File: src/sv/sxl_ram.sv
// ---------------------------------------------------------------------------
// sxl_ram
// generic simple dual port ram with registered read
// ---------------------------------------------------------------------------
module sxl_ram #(
   parameter int WIDTH = 32,
   parameter int DEPTH = 64
) (
   input  logic                     clock,
   input  logic                     wr_en,
   input  logic [$clog2(DEPTH)-1:0] wr_addr,
   input  logic [WIDTH-1:0]         wr_data,
   input  logic                     rd_en,
   input  logic [$clog2(DEPTH)-1:0] rd_addr,
   output logic [WIDTH-1:0]         rd_data
);

   logic [WIDTH-1:0] mem_ff [DEPTH];
   logic [WIDTH-1:0] rd_data_ff;

   always_ff @(posedge clock) begin
      if (wr_en) begin
         mem_ff[wr_addr] <= wr_data;
      end
      if (rd_en) begin
         rd_data_ff <= mem_ff[rd_addr];
      end
   end

   assign rd_data = rd_data_ff;

endmodule

File: config.mk
export PLATFORM = sky130hd
export DESIGN_NAME = sxl_ram
export DESIGN_NICKNAME = d
export VERILOG_FILES = /design/src/sv/sxl_ram.sv
export SDC_FILE = /design/constraint.sdc
export NUM_CORES = 2
export LEC_CHECK = 0
export BUFFER_PORTS_ARGS = -buffer_cell sky130_fd_sc_hd__buf_2
export CORE_AREA = 10 10 524 526
export DETAILED_ROUTE_END_ITERATION = 6
export DIE_AREA = 0 0 534 536
export MAX_ROUTING_LAYER = met4
export PLACE_DENSITY_LB_ADDON = 0.12
export SLEW_MARGIN = 20
export SYNTH_ARGS = -nofsm -noshare
export SYNTH_HDL_FRONTEND = slang
export SYNTH_SLANG_ARGS = --single-unit
File: constraint.sdc
create_clock -name clock -period 3 [get_ports clock]
set_input_delay 0.15 -clock clock [delete_from_list [all_inputs] [get_ports clock]]
set_output_delay 0.15 -clock clock [all_outputs]
set_load 0.01 [all_outputs]
==> impl_metrics.env <==
export IMPL_status="complete, no violations"
export IMPL_port_buffers=78
export IMPL_vias=37295
export IMPL_crit_slowest_cell="a31oi_1"
export IMPL_worstPathMaxFanout=2
export IMPL_worstPathCellList="mux4_2 -> mux2i_1 -> buf_4 -> nand2_1 -> a31oi_1 -> buf_4 -> nor2_1"
export IMPL_ioPinCount=79
export IMPL_worst_r2r_cell_count=7
export IMPL_cpMostUsedCell="buf_4"
export IMPL_worst_ep_arrival_time_ns=3.13
export IMPL_synth_top_cell_area_share=0.7923
export IMPL_core_area_um2=264100
export IMPL_drc=0
export IMPL_fin_crit_ns=2.546
export IMPL_slew_headroom=0.3341
export IMPL_cp_num_buf_inv=2
export IMPL_period_share=0.8487
export IMPL_synth_common_cells="edfxtp_1, mux4_2, nor2_1"
export IMPL_grt_overflow=0
export IMPL_clockRootBuffer="clkbuf_16"
export IMPL_synth_most_common_cell="edfxtp_1"
export IMPL_ys_ff_latch=2080
export IMPL_ys_seq_area_frac=0.7923
export IMPL_holdWs_ns=0.08081
export IMPL_drt_iter0_markers=3463
export IMPL_drt_wirelength_per_cell_um=32.69
export IMPL_cts_tree="yes"
export IMPL_nNetsFinal=3857
export IMPL_critPathTopFamily="compound AO/OA/AOI/OAI gates"
export IMPL_max_freq_mhz=392.8
export IMPL_worst_r2r_endpoint="rd_data[18]"
export IMPL_hp_class="in2reg"
export IMPL_clk_latency_ns=0.85
export IMPL_dieHeight_um=536
export IMPL_maxSlewViolCount=0
export IMPL_hold_path_depth=2
export IMPL_die_area_um2=286200
export IMPL_ctsResizeCount=0
export IMPL_grt_max_degree=65
export IMPL_synth_avg_cell_area_um2=23.72
export IMPL_power_density_nw_per_um2=658.0
export IMPL_first_pass_iters=7
export IMPL_clockBufferDepth=3
export IMPL_path_class="reg2reg"
export IMPL_worstReg2RegStart="mem_ff[56][18]"
export IMPL_finalPower_mw=62.22
export IMPL_synth_async_reset_ratio=0
export IMPL_critPathMaxStageDelay_ns=0.78
export IMPL_path_clk_slew_ns=0.06
export IMPL_routabilityCongestion=0.7544
export IMPL_synth_area_leader_cell="edfxtp_1"
export IMPL_p_leak_nw=29.29
export IMPL_cts_sinks=2080
export IMPL_hold_viol_final=0
export IMPL_yosys_warnings=0
export IMPL_syn_area_um2=78840
export IMPL_max_slew_worst_pin_slew_ns=0.9988
export IMPL_setup_viol_count_final=0
export IMPL_peakVddDrop_uv=571.3
export IMPL_synth_distinct_cells=33
export IMPL_crit_cells=7
export IMPL_maxCapViolations=0
export IMPL_setup_tns_final_ns=0
export IMPL_yosys_most_used_dff="edfxtp_1"
export IMPL_rsz0062_at_grt="false"
export IMPL_die_w_um=534
export IMPL_startpoint_type="flop"
export IMPL_synth_area_leaders="edfxtp_1, mux4_2, mux2i_1, o22ai_1, nor2_1"
export IMPL_synth_cells=3324
export IMPL_cts_made_buffers=220
export IMPL_start_util=0.2985
export IMPL_syn_nets=3371
export IMPL_synth_enable_flop_cells=2080
export IMPL_r2r_setup_slack_ns=0.45
export IMPL_vias_per_cell=4.942
export IMPL_grt_pass1_vias=39316
export IMPL_area_growth_pct=19.93
export IMPL_end_kind="flop"
export IMPL_fin_skew_ns=0.02996
export IMPL_ant_nets=0
export IMPL_grt_pass1_wl_um=337800
export IMPL_h_tree_depth=4
export IMPL_rows=189
export IMPL_required_ns=3.58
export IMPL_worst_hold_path_endpoint="mem_ff[54][21]"
export IMPL_drive_above_1_share=0.3287
export IMPL_hpwlAfterDp_um=143700
export IMPL_drt_total_wl_um=246700
export IMPL_worstHoldStart="wr_data[21]"
export IMPL_antenna_found_initial=25
export IMPL_globalRouteTotalUtil=0.1747
sequential cells by signal (all words and copies together) (netlist names):
register and cells:
mem_ff 2048, rd_data 32
cells in the final DEF, fill, tap and decap left out, drive strengths merged, types with 6 or more instances in the layout:
| cell | netlist | final |
|---|---|---|
| o22ai | 84 | 84 |
| buf | 108 | 412 |
| nor2 | 137 | 137 |
| nand2 | 26 | 26 |
| o221ai | 27 | 27 |
| bufinv | 0 | 14 |
| inv | 0 | 6 |
| nand2b | 8 | 8 |
| clkinv | 0 | 91 |
| a21oi | 62 | 62 |
| mux4 | 544 | 544 |
| nor3 | 7 | 7 |
| nor2b | 15 | 15 |
| a311oi | 8 | 8 |
| a22oi | 12 | 12 |
| clkbuf | 74 | 290 |
| diode | 0 | 22 |
| dlygate4sd3 | 0 | 34 |
| mux2i | 93 | 93 |
| edfxtp | 2080 | 2080 |
stage by stage:
step / util / std cells / setup WS [ns] / area (um^2)
4_1_cts: 0.3574 / 7519 / 0.3550 / 94420
5_1_grt: 0.3578 / 7534 / 0.2094 / 94520
6_report: 0.3579 / 7547 / 0.4540 / 94550
3_5_place_dp: 0.3305 / 7087 / -0.3430 / 87290
2_1_floorplan: - / 3324 / 0.1981 / 78850
3_3_place_gp: 0.3305 / 7087 / -0.3531 / 87290
cells by family (layout without fill, tap and decap cells):
logic type,Yosys count,in the layout,share of synthesized area
compound gates,202,202,0.01666
buf+inv,182,850,0.01124
flops,2080,2080,0.7923
mux,637,637,0.1672
other cells,0,22,0
simple gates,223,223,0.01260
worst max-delay path by stage:
stage,startpoint,end
6_report,mem_ff[56][18],rd_data[18]
5_1_grt,mem_ff[30][13],rd_data[13]
4_1_cts,mem_ff[47][11],rd_data[11]
3_5_place_dp,rd_addr[0],rd_data[11]
3_3_place_gp,rd_addr[0],rd_data[11]
2_1_floorplan,wr_addr[5],mem_ff[39][0]
where the power goes:
part           switching, mW  internal, mW
registers              0.120          32.2
clock network           11.4          14.9
logic                   2.22          1.37
total                   13.7          48.5
layout make-up:
type	instances	area [um^2]
clock buffers	290	5853
flip-flops and latches	2080	62460
multi-input cells	1062	15990
clock inverters	114	991.0
fillers	24281	169600
diodes	22	55.05
well taps	3533	4420
repair buffers	446	4781
repair_timing:
item / 4_1_cts / 5_1_grt
endpoints found under the hold margin: 788 / 277
hold buffers: 28 / 6
setup buffers: 0 / 0
setup endpoints to repair: 0 / 0
metal layers:
layer,share of wire,global-route usage,routed length (um),vias up
met2,0.49,0.2848,121900,870
met1,0.43,0.2295,106800,20774
li1,-,-,-,15351
met5,0,-,0,-
met4,0.026,0.04341,6309,0
met3,0.047,0.02857,11680,300
worst register-to-register path, cell delays in order, from the launching register on:
cell	delay, ns
edfxtp_1	0.37
mux4_2	0.48
mux2i_1	0.14
buf_4	0.15
nand2_1	0.06
a31oi_1	0.78
buf_4	0.26
nor2_1	0.04
Power figures use the tool's default switching activity.
